File: config.mk
export PLATFORM = sky130hd
export DESIGN_NAME = adc_current_offset_calibrator_unit
export DESIGN_NICKNAME = d
export VERILOG_FILES = /design/src/rtl/acoc_pkg.sv /design/src/rtl/acoc_fifo.sv /design/src/rtl/acoc_front.sv /design/src/rtl/acoc_div.sv /design/src/rtl/acoc_back.sv /design/src/rtl/adc_current_offset_calibrator_unit.sv
export SDC_FILE = /design/constraint.sdc
export NUM_CORES = 2
export LEC_CHECK = 0
export BUFFER_PORTS_ARGS = -buffer_cell sky130_fd_sc_hd__buf_2
export CORE_MARGIN = 4
export CORE_UTILIZATION = 46
export CTS_BUF_LIST = sky130_fd_sc_hd__clkbuf_8 sky130_fd_sc_hd__clkbuf_16
export CTS_CLUSTER_DIAMETER = 40
export DETAILED_ROUTE_END_ITERATION = 10
export GPL_ROUTABILITY_DRIVEN = 0
export MAX_ROUTING_LAYER = met4
export PLACE_DENSITY = 0.73
export SLEW_MARGIN = 10
export SYNTH_ARGS = -nofsm -noshare
export SYNTH_HDL_FRONTEND = slang
export SYNTH_SLANG_ARGS = --single-unit
File: constraint.sdc
create_clock -name clk -period 9.8 [get_ports clk]
set_input_delay 0.98 -clock clk [delete_from_list [all_inputs] [get_ports clk]]
set_output_delay 0.98 -clock clk [all_outputs]
set_load 0.005 [all_outputs]
File: src/rtl/acoc_pkg.sv
`timescale 1ns / 1ps
// Shared widths, register indexes, reset values and item types of the offset calibrator.
package acoc_pkg;

  localparam int CFG_IDX_W  = 2;
  localparam int CFG_DATA_W = 16;

  localparam logic [CFG_IDX_W-1:0] REG_ZERO_CODE = 2'd0;
  localparam logic [CFG_IDX_W-1:0] REG_GAIN      = 2'd1;
  localparam logic [CFG_IDX_W-1:0] REG_ENC_DIV   = 2'd2;

  localparam int CODE_W = 12;
  localparam int GAIN_W = 16;
  localparam int EDIV_W = 16;
  localparam int DIFF_W = CODE_W + 1;
  localparam int PROD_W = 28;
  localparam int OFF_W  = 28;
  localparam int CUR_W  = 29;

  localparam logic [CODE_W-1:0]        ZERO_CODE_RESET = 12'd2252;
  localparam logic signed [GAIN_W-1:0] GAIN_RESET      = -16'sd480;
  localparam logic [EDIV_W-1:0]        ENC_DIV_RESET   = 16'd204;

  localparam int SAMPLES_DEFAULT = 1024;

  typedef struct packed {
    logic signed [DIFF_W-1:0] diff_a;
    logic signed [DIFF_W-1:0] diff_b;
    logic signed [DIFF_W-1:0] diff_c;
    logic                     restart;
    logic                     strobe;
  } front_item_t;

  typedef struct packed {
    logic signed [CUR_W-1:0] current_a;
    logic signed [CUR_W-1:0] current_b;
    logic signed [CUR_W-1:0] current_c;
    logic                    calibrated;
    logic                    encoder_strobe;
  } result_t;

endpackage

File: src/rtl/acoc_fifo.sv
`timescale 1ns / 1ps
// Small register queue with push/full and pop/empty sides.
module acoc_fifo #(
  parameter int WIDTH = 8,
  parameter int DEPTH = 2
) (
  input  logic             clk,
  input  logic             rst,
  input  logic             push,
  input  logic [WIDTH-1:0] wdata,
  output logic             full,
  input  logic             pop,
  output logic [WIDTH-1:0] rdata,
  output logic             empty
);

  // DEPTH is a power of two so that the pointers wrap on their own.
  localparam int PTR_W = (DEPTH > 1) ? $clog2(DEPTH) : 1;
  localparam int CNT_W = $clog2(DEPTH + 1);

  logic [WIDTH-1:0] mem [DEPTH];
  logic [PTR_W-1:0] wr_ptr;
  logic [PTR_W-1:0] rd_ptr;
  logic [CNT_W-1:0] count;
  logic             do_push;
  logic             do_pop;

  assign full    = (count == CNT_W'(DEPTH));
  assign empty   = (count == '0);
  assign do_push = push && !full;
  assign do_pop  = pop && !empty;
  assign rdata   = mem[rd_ptr];

  always_ff @(posedge clk) begin
    if (do_push) begin
      mem[wr_ptr] <= wdata;
    end
  end

  always_ff @(posedge clk) begin
    if (rst) begin
      wr_ptr <= '0;
      rd_ptr <= '0;
      count  <= '0;
    end else begin
      if (do_push) begin
        wr_ptr <= wr_ptr + 1'b1;
      end
      if (do_pop) begin
        rd_ptr <= rd_ptr + 1'b1;
      end
      if (do_push && !do_pop) begin
        count <= count + 1'b1;
      end else if (do_pop && !do_push) begin
        count <= count - 1'b1;
      end
    end
  end

endmodule

File: src/rtl/acoc_front.sv
`timescale 1ns / 1ps
// Front end: takes raw codes, removes the zero code and runs the encoder divider.
module acoc_front
  import acoc_pkg::*;
(
  input  logic              clk,
  input  logic              rst,
  input  logic              push,
  input  logic [CODE_W-1:0] code_a,
  input  logic [CODE_W-1:0] code_b,
  input  logic [CODE_W-1:0] code_c,
  input  logic              restart,
  input  logic [CODE_W-1:0] zero_code,
  input  logic [EDIV_W-1:0] encoder_divide,
  input  logic              item_full,
  output logic              item_push,
  output front_item_t       item
);

  logic [EDIV_W-1:0] div_count;
  logic [EDIV_W-1:0] div_inc;
  logic              strobe;

  assign item_push = push && !item_full;
  assign div_inc   = div_count + 1'b1;
  assign strobe    = (div_inc == encoder_divide);

  always_comb begin
    item.diff_a  = $signed({1'b0, code_a}) - $signed({1'b0, zero_code});
    item.diff_b  = $signed({1'b0, code_b}) - $signed({1'b0, zero_code});
    item.diff_c  = $signed({1'b0, code_c}) - $signed({1'b0, zero_code});
    item.restart = restart;
    item.strobe  = strobe;
  end

  // The divider advances on every transfer and is not touched by a restart.
  always_ff @(posedge clk) begin
    if (rst) begin
      div_count <= '0;
    end else if (item_push) begin
      div_count <= strobe ? '0 : div_inc;
    end
  end

endmodule

File: src/rtl/acoc_div.sv
`timescale 1ns / 1ps
// Signed division of a channel sum by the sample count through a constant reciprocal.
module acoc_div #(
  parameter int SAMPLES = 1024,
  parameter int SUM_W   = 39,
  parameter int OFF_W   = 28
) (
  input  logic                    clk,
  input  logic                    rst,
  input  logic                    start,
  input  logic signed [SUM_W-1:0] dividend,
  output logic                    busy,
  output logic                    done,
  output logic signed [OFF_W-1:0] quotient
);

  localparam int MAG_W  = SUM_W - 1;
  localparam int DIG_W  = 16;
  localparam int NDIG   = (MAG_W + DIG_W - 1) / DIG_W;
  localparam int XS_W   = NDIG * DIG_W;
  localparam int LOG_D  = $clog2(SAMPLES);
  localparam int SH     = MAG_W + LOG_D;
  localparam int RW     = MAG_W + 2;
  localparam int PART_W = RW + DIG_W;
  localparam int ACC_W  = XS_W + RW;
  localparam int STEP_W = $clog2(NDIG + 1);
  // With this reciprocal, floor(x * RECIP / 2^SH) equals floor(x / SAMPLES) for every
  // magnitude x below 2^MAG_W.
  localparam logic [63:0]   RECIP_FULL = ((64'd1 << SH) / 64'(SAMPLES)) + 64'd1;
  localparam logic [RW-1:0] RECIP      = RECIP_FULL[RW-1:0];

  logic [STEP_W-1:0] step;
  logic              neg;
  logic [MAG_W-1:0]  abs_val;
  logic [XS_W-1:0]   xs;
  logic [ACC_W-1:0]  acc;
  logic [PART_W-1:0] part;
  logic [OFF_W-1:0]  mag;

  assign abs_val  = dividend[SUM_W-1] ? MAG_W'(-dividend) : MAG_W'(dividend);
  assign part     = PART_W'(RECIP) * PART_W'(xs[XS_W-1 -: DIG_W]);
  assign mag      = acc[SH +: OFF_W];
  // Dividing the magnitude and restoring the sign truncates toward zero.
  assign quotient = neg ? -$signed(mag) : $signed(mag);

  always_ff @(posedge clk) begin
    if (start) begin
      neg  <= dividend[SUM_W-1];
      xs   <= XS_W'(abs_val);
      acc  <= '0;
      step <= '0;
    end else if (busy) begin
      // Digits go in most significant first, so the partial product moves up one digit.
      acc  <= (acc << DIG_W) + ACC_W'(part);
      xs   <= xs << DIG_W;
      step <= step + 1'b1;
    end
  end

  always_ff @(posedge clk) begin
    if (rst) begin
      busy <= 1'b0;
      done <= 1'b0;
    end else begin
      done <= 1'b0;
      if (start) begin
        busy <= 1'b1;
      end else if (busy && step == STEP_W'(NDIG - 1)) begin
        busy <= 1'b0;
        done <= 1'b1;
      end
    end
  end

endmodule

File: src/rtl/acoc_back.sv
`timescale 1ns / 1ps
// Back end: gain multiply, offset removal, calibration sums and offset update.
module acoc_back
  import acoc_pkg::*;
#(
  parameter int SAMPLES = SAMPLES_DEFAULT
) (
  input  logic                     clk,
  input  logic                     rst,
  input  logic signed [GAIN_W-1:0] gain,
  input  front_item_t              item,
  input  logic                     item_empty,
  output logic                     item_pop,
  input  logic                     res_full,
  output logic                     res_push,
  output result_t                  res
);

  localparam int CNT_W = $clog2(SAMPLES + 1);
  localparam int SUM_W = PROD_W + CNT_W;
  localparam int MUL_W = DIFF_W + GAIN_W;

  // Multiply stage.
  logic                     m_valid;
  logic signed [PROD_W-1:0] m_prod [3];
  logic                     m_restart;
  logic                     m_strobe;
  logic signed [DIFF_W-1:0] diff [3];
  logic signed [MUL_W-1:0]  mul [3];
  logic                     m_load;

  // Calibration state.
  logic [CNT_W-1:0]         count;
  logic                     calib_done;
  logic signed [SUM_W-1:0]  sums [3];
  logic signed [OFF_W-1:0]  offsets [3];

  logic [CNT_W-1:0]         cnt_eff;
  logic [CNT_W-1:0]         count_next;
  logic                     done_eff;
  logic                     done_next;
  logic signed [SUM_W-1:0]  sums_eff [3];
  logic signed [SUM_W-1:0]  sums_next [3];
  logic signed [OFF_W-1:0]  off_eff [3];
  logic signed [CUR_W-1:0]  cur [3];
  logic                     accum;
  logic                     complete;
  logic                     a_go;

  logic [2:0]               lane_busy;
  logic [2:0]               lane_done;
  logic signed [OFF_W-1:0]  quot [3];

  always_comb begin
    diff[0] = item.diff_a;
    diff[1] = item.diff_b;
    diff[2] = item.diff_c;
    for (int i = 0; i < 3; i++) begin
      mul[i] = diff[i] * gain;
    end
  end

  // The accumulate stage waits while new offsets are being divided out.
  assign a_go     = m_valid && !res_full && !(|lane_busy) && !(|lane_done);
  assign m_load   = !m_valid || a_go;
  assign item_pop = m_load && !item_empty;
  assign res_push = a_go;

  always_ff @(posedge clk) begin
    if (item_pop) begin
      for (int i = 0; i < 3; i++) begin
        m_prod[i] <= mul[i][PROD_W-1:0];
      end
      m_restart <= item.restart;
      m_strobe  <= item.strobe;
    end
  end

  always_ff @(posedge clk) begin
    if (rst) begin
      m_valid <= 1'b0;
    end else begin
      m_valid <= item_pop || (m_valid && !a_go);
    end
  end

  always_comb begin
    cnt_eff  = m_restart ? '0 : count;
    done_eff = m_restart ? 1'b0 : calib_done;
    accum    = (cnt_eff < CNT_W'(SAMPLES));
    complete = (cnt_eff == CNT_W'(SAMPLES - 1));
    count_next = accum ? cnt_eff + 1'b1 : cnt_eff;
    done_next  = done_eff || complete;
    for (int i = 0; i < 3; i++) begin
      off_eff[i]  = m_restart ? '0 : offsets[i];
      sums_eff[i] = m_restart ? '0 : sums[i];
      cur[i] = {{(CUR_W - PROD_W){m_prod[i][PROD_W-1]}}, m_prod[i]}
             - {{(CUR_W - OFF_W){off_eff[i][OFF_W-1]}}, off_eff[i]};
      // Offsets are zero while summing, so the product is the current here.
      sums_next[i] = accum
                   ? sums_eff[i] + {{(SUM_W - PROD_W){m_prod[i][PROD_W-1]}}, m_prod[i]}
                   : sums_eff[i];
    end
  end

  always_comb begin
    res.current_a      = cur[0];
    res.current_b      = cur[1];
    res.current_c      = cur[2];
    res.calibrated     = done_next;
    res.encoder_strobe = m_strobe;
  end

  always_ff @(posedge clk) begin
    if (rst) begin
      count      <= '0;
      calib_done <= 1'b0;
      for (int i = 0; i < 3; i++) begin
        sums[i]    <= '0;
        offsets[i] <= '0;
      end
    end else if (a_go) begin
      count      <= count_next;
      calib_done <= done_next;
      for (int i = 0; i < 3; i++) begin
        sums[i]    <= sums_next[i];
        offsets[i] <= off_eff[i];
      end
    end else if (|lane_done) begin
      for (int i = 0; i < 3; i++) begin
        offsets[i] <= quot[i];
      end
    end
  end

  for (genvar g = 0; g < 3; g++) begin : g_lane
    acoc_div #(
      .SAMPLES (SAMPLES),
      .SUM_W   (SUM_W),
      .OFF_W   (OFF_W)
    ) u_div (
      .clk      (clk),
      .rst      (rst),
      .start    (a_go && complete),
      .dividend (sums_next[g]),
      .busy     (lane_busy[g]),
      .done     (lane_done[g]),
      .quotient (quot[g])
    );
  end

endmodule

File: src/rtl/adc_current_offset_calibrator_unit.sv
`timescale 1ns / 1ps
// Phase current offset calibrator: zero code removal, Q16 gain and averaged offsets.
// Each item is registered in the item queue, the multiply stage and the result queue.
// Throughput is one item per cycle unless the result queue is full; the item that
// completes calibration stalls the back end while the sum is divided by 16-bit digits.
// Synchronous active-high reset restores register defaults and clears all calibration.
module adc_current_offset_calibrator_unit
  import acoc_pkg::*;
#(
  parameter int SAMPLES = SAMPLES_DEFAULT
) (
  input  logic                        clk,
  input  logic                        rst,
  input  logic                        cfg_write,
  input  logic [CFG_IDX_W-1:0]        cfg_index,
  input  logic [CFG_DATA_W-1:0]       cfg_data,
  input  logic                        push,
  output logic                        full,
  input  logic [CODE_W-1:0]           code_a,
  input  logic [CODE_W-1:0]           code_b,
  input  logic [CODE_W-1:0]           code_c,
  input  logic                        restart,
  output logic                        empty,
  input  logic                        pop,
  output logic signed [CUR_W-1:0]     current_a,
  output logic signed [CUR_W-1:0]     current_b,
  output logic signed [CUR_W-1:0]     current_c,
  output logic                        calibrated,
  output logic                        encoder_strobe
);

  localparam int ITEM_W = $bits(front_item_t);
  localparam int RES_W  = $bits(result_t);

  logic [CODE_W-1:0]        zero_code;
  logic signed [GAIN_W-1:0] gain_q16;
  logic [EDIV_W-1:0]        encoder_divide;

  front_item_t f_item;
  front_item_t b_item;
  logic        f_push;
  logic        b_pop;
  logic        b_empty;
  result_t     b_res;
  result_t     o_res;
  logic        r_push;
  logic        r_full;

  always_ff @(posedge clk) begin
    if (rst) begin
      zero_code      <= ZERO_CODE_RESET;
      gain_q16       <= GAIN_RESET;
      encoder_divide <= ENC_DIV_RESET;
    end else if (cfg_write) begin
      case (cfg_index)
        REG_ZERO_CODE: zero_code      <= cfg_data[CODE_W-1:0];
        REG_GAIN:      gain_q16       <= $signed(cfg_data[GAIN_W-1:0]);
        REG_ENC_DIV:   encoder_divide <= cfg_data[EDIV_W-1:0];
        default: begin
        end
      endcase
    end
  end

  acoc_front u_front (
    .clk            (clk),
    .rst            (rst),
    .push           (push),
    .code_a         (code_a),
    .code_b         (code_b),
    .code_c         (code_c),
    .restart        (restart),
    .zero_code      (zero_code),
    .encoder_divide (encoder_divide),
    .item_full      (full),
    .item_push      (f_push),
    .item           (f_item)
  );

  acoc_fifo #(
    .WIDTH (ITEM_W),
    .DEPTH (2)
  ) u_item_q (
    .clk   (clk),
    .rst   (rst),
    .push  (f_push),
    .wdata (f_item),
    .full  (full),
    .pop   (b_pop),
    .rdata (b_item),
    .empty (b_empty)
  );

  acoc_back #(
    .SAMPLES (SAMPLES)
  ) u_back (
    .clk        (clk),
    .rst        (rst),
    .gain       (gain_q16),
    .item       (b_item),
    .item_empty (b_empty),
    .item_pop   (b_pop),
    .res_full   (r_full),
    .res_push   (r_push),
    .res        (b_res)
  );

  acoc_fifo #(
    .WIDTH (RES_W),
    .DEPTH (2)
  ) u_res_q (
    .clk   (clk),
    .rst   (rst),
    .push  (r_push),
    .wdata (b_res),
    .full  (r_full),
    .pop   (pop),
    .rdata (o_res),
    .empty (empty)
  );

  assign current_a      = o_res.current_a;
  assign current_b      = o_res.current_b;
  assign current_c      = o_res.current_c;
  assign calibrated     = o_res.calibrated;
  assign encoder_strobe = o_res.encoder_strobe;

endmodule
==> reports/qor.yml <==
run_status:
  status: "complete, no violations"
cts:
  cts.sinks: 1017
  cts_root_buf: "clkbuf_16"
  clk_latency_ns: 0.80
  ctsHtreeMaxLevel: 4
  cts_setup_buffers: 0
  clock_path_buffers: 3
  cts_inserted_buffers: 160
  cts_resized: 0
  ctsHoldBuffers: 0
  path_clk_slew_ns: 0.06
  cts_tree: "yes"
detailed_routing:
  drt_iter0_markers: 5769
  via_per_inst: 5.714
  routed_wl_mm: 212.0
  via_count: 63570
  routedWlPerCell_um: 19.05
  drc: 0
  drtPass1Iterations: 6
  ant_nets: 0
timing:
  tns_ns: 0
  rsz0062_at_grt: "false"
  finalSetupViolCount: 0
  finClkSkew_ns: 0.03663
  relSlewSlack_pct: 24.29
  slew_viol_final: 0
  hold_viol: 0
  worstMarginPinSlew_ns: 1.136
  finalCritPeriodShare_pct: 80.24
  max_freq_mhz: 127.2
  holdWs_ns: 0.3735
  finalCriticalPeriod_ns: 7.864
logic_synthesis:
  ys_ff_latch: 1017
  yosysUniqueCellTypes: 107
  ys_warn_count: 0
  async_reset_ff_share_pct: 0
  syn-cell-area_sq_um: 81870
  synthCells: 8684
  ys_seq_area_share_pct: 32.99
  syn_nets: 9930
  syn_avg_cell_area_sq_um: 9.428
  synth_edf_count: 664
  synth_top_flop_cell: "edfxtp_1"
min_path:
  worstHoldStart: "restart"
  hold_end: "u_item_q.mem[1][1]$_DFFE_PP_"
  hold_depth: 1
  min_path_type: "in -> reg"
die:
  die_area_sq_um: 184800
  pin_count: 151
  die_x_um: 429.9
  std_cell_rows: 154
  start_util_pct: 46.39
  dieHeight_um: 429.9
  core_sq_um: 176500
final_layout:
  layout_commonest_cell: "nand2_1"
  syn2layout_area_growth_pct: 10.09
  nets: 9894
  fillers: 15650
  fin_util_pct: 51.07
  layout_common_cells: "nand2_1 (1176), inv_1 (730), edfxtp_1 (664)"
  final_area_sq_um: 90130
  final_layout_size_suffix_gt1_share_pct: 8.184
placement:
  dp_hpwl_mm: 156.0
  placed_cell_area_sq_um: 84570
  io_buffers: 150
grt:
  track_usage_pct: 23.20
  antenna_found_initial: 1
  grt_max_degree: 132
  grt_pass1_wl_mm: 338.5
  gr-total-overflow: 0
  grt_pass1_vias: 62990
critical_path:
  end_kind: "flip-flop"
  start_kind: "flip-flop"
  arrival_ns: 8.38
  path_class: "reg -> reg"
  rr_worst_depth: 20
  path_max_fanout: 27
  worstPathRequired_ns: 10.32
  r2r_slack_ns: 1.94
  r2r_end: "u_back.m_prod[0][26]$_DFFE_PP_"
run:
  maxCapViolations: 0
## worst max-delay path by stage
stage                     depth (start not counted)  startpoint  slack (ns)                             end
after detailed placement                         20   flip-flop        1.98  u_back.m_prod[0][26]$_DFFE_PP_
final                                            20   flip-flop        1.94  u_back.m_prod[0][26]$_DFFE_PP_
after floorplan                                  28   flip-flop        2.12  u_back.m_prod[0][27]$_DFFE_PP_
after global routing                             20   flip-flop        1.59  u_back.m_prod[0][26]$_DFFE_PP_
after CTS                                        20   flip-flop        1.95  u_back.m_prod[0][26]$_DFFE_PP_
after global placement                           26   flip-flop        2.18  u_back.m_prod[0][27]$_DFFE_PP_
## flip-flops by register name, indices dropped and copies added (netlist names), 6 cells and up, named ones only
register	count
u_front.div_count	16
u_res_q.mem	178
u_back.g_lane.u_div.xs	144
zero_code	12
u_item_q.mem	82
gain_q16	16
u_back.g_lane.u_div.step	6
u_back.m_prod	84
u_back.count	11
u_back.offsets	84
encoder_divide	16
u_back.sums	117
u_back.g_lane.u_div.acc	228
## metrics by stage
stage / setup WS (ns) / std cells
2_1_floorplan: 2.118 / 8684
3_3_place_gp: 2.181 / 10830
3_5_place_dp: 1.980 / 10830
4_1_cts: 1.949 / 11120
5_1_grt: 1.588 / 11130
6_report: 1.936 / 11130
## worst max-delay path, cell delays in order, from the launching register on
cell and delay [ns]:
dfxtp_2 0.79, buf_4 0.36, mux2_2 0.50, and2_1 0.23, fa_1 0.55, inv_1 0.06
fa_1 0.50, inv_1 0.06, fa_1 0.50, fa_1 0.51, fa_1 0.57, fa_1 0.42
ha_1 0.38, and3_1 0.22, a211oi_1 0.32, nor3_1 0.11, a311o_1 0.38, o41ai_1 0.41
o21ai_0 0.22, o41ai_1 0.35, xnor2_1 0.13
## metal layers
layer  track usage [%]  vias to the layer above  wire, um
met2             36.94                     2408     98800
met4             8.460                        0      8519
li1                  -                    29800         -
met1             29.85                    30840     88420
met3             4.013                      530     16220
met5                 -                        -         0
## cells by family after synthesis
family                   count (synthesis)  share of synthesized area, %
AO/OA/AOI/OAI                         1663                         12.93
XOR/XNOR                               473                         5.060
adder cells (fa/ha/maj)               1186                         23.52
buffers and inverters                 1147                         5.315
flip-flops                            1017                         32.99
multiplexers                           192                         2.543
AND/OR/NAND/NOR                       3006                         17.65
## final cells by class
type / instances / area [sq um] / area share [%]
Sequential cell: 1017 / 27020 / 29.98
Clock inverter: 130 / 1370 / 1.520
Inverter: 726 / 2729 / 3.028
Antenna cell: 1 / 2.502 / 0.002776
Multi-Input combinational cell: 6520 / 50580 / 56.12
Timing Repair Buffer: 223 / 1326 / 1.471
Clock buffer: 169 / 4173 / 4.630
Tap cell: 2340 / 2928 / 3.248
## cells in the mapped netlist, types with 91 or more instances
cell type | count | share of area (%)
nand2_1 | 1177 | 5.4
inv_1 | 722 | 3.3
edfxtp_1 | 664 | 24
ha_1 | 598 | 9.1
fa_1 | 588 | 14
nor2_1 | 558 | 2.6
o21ai_0 | 505 | 3.1
a21oi_1 | 376 | 2.3
clkbuf_1 | 364 | 1.7
dfxtp_1 | 353 | 8.6
nor2b_1 | 340 | 2.6
xnor2_1 | 286 | 3.1
xor2_1 | 187 | 2.0
and2_1 | 177 | 1.4
nand3_1 | 156 | 0.95
nor3_1 | 119 | 0.73
mux2_2 | 118 | 1.6
a21o_1 | 97 | 0.89
o22ai_1 | 91 | 0.70
Power is left out: the tool's default activity adds up to more than one toggle a clock period on the data nets, which glitch-free logic cannot reach.
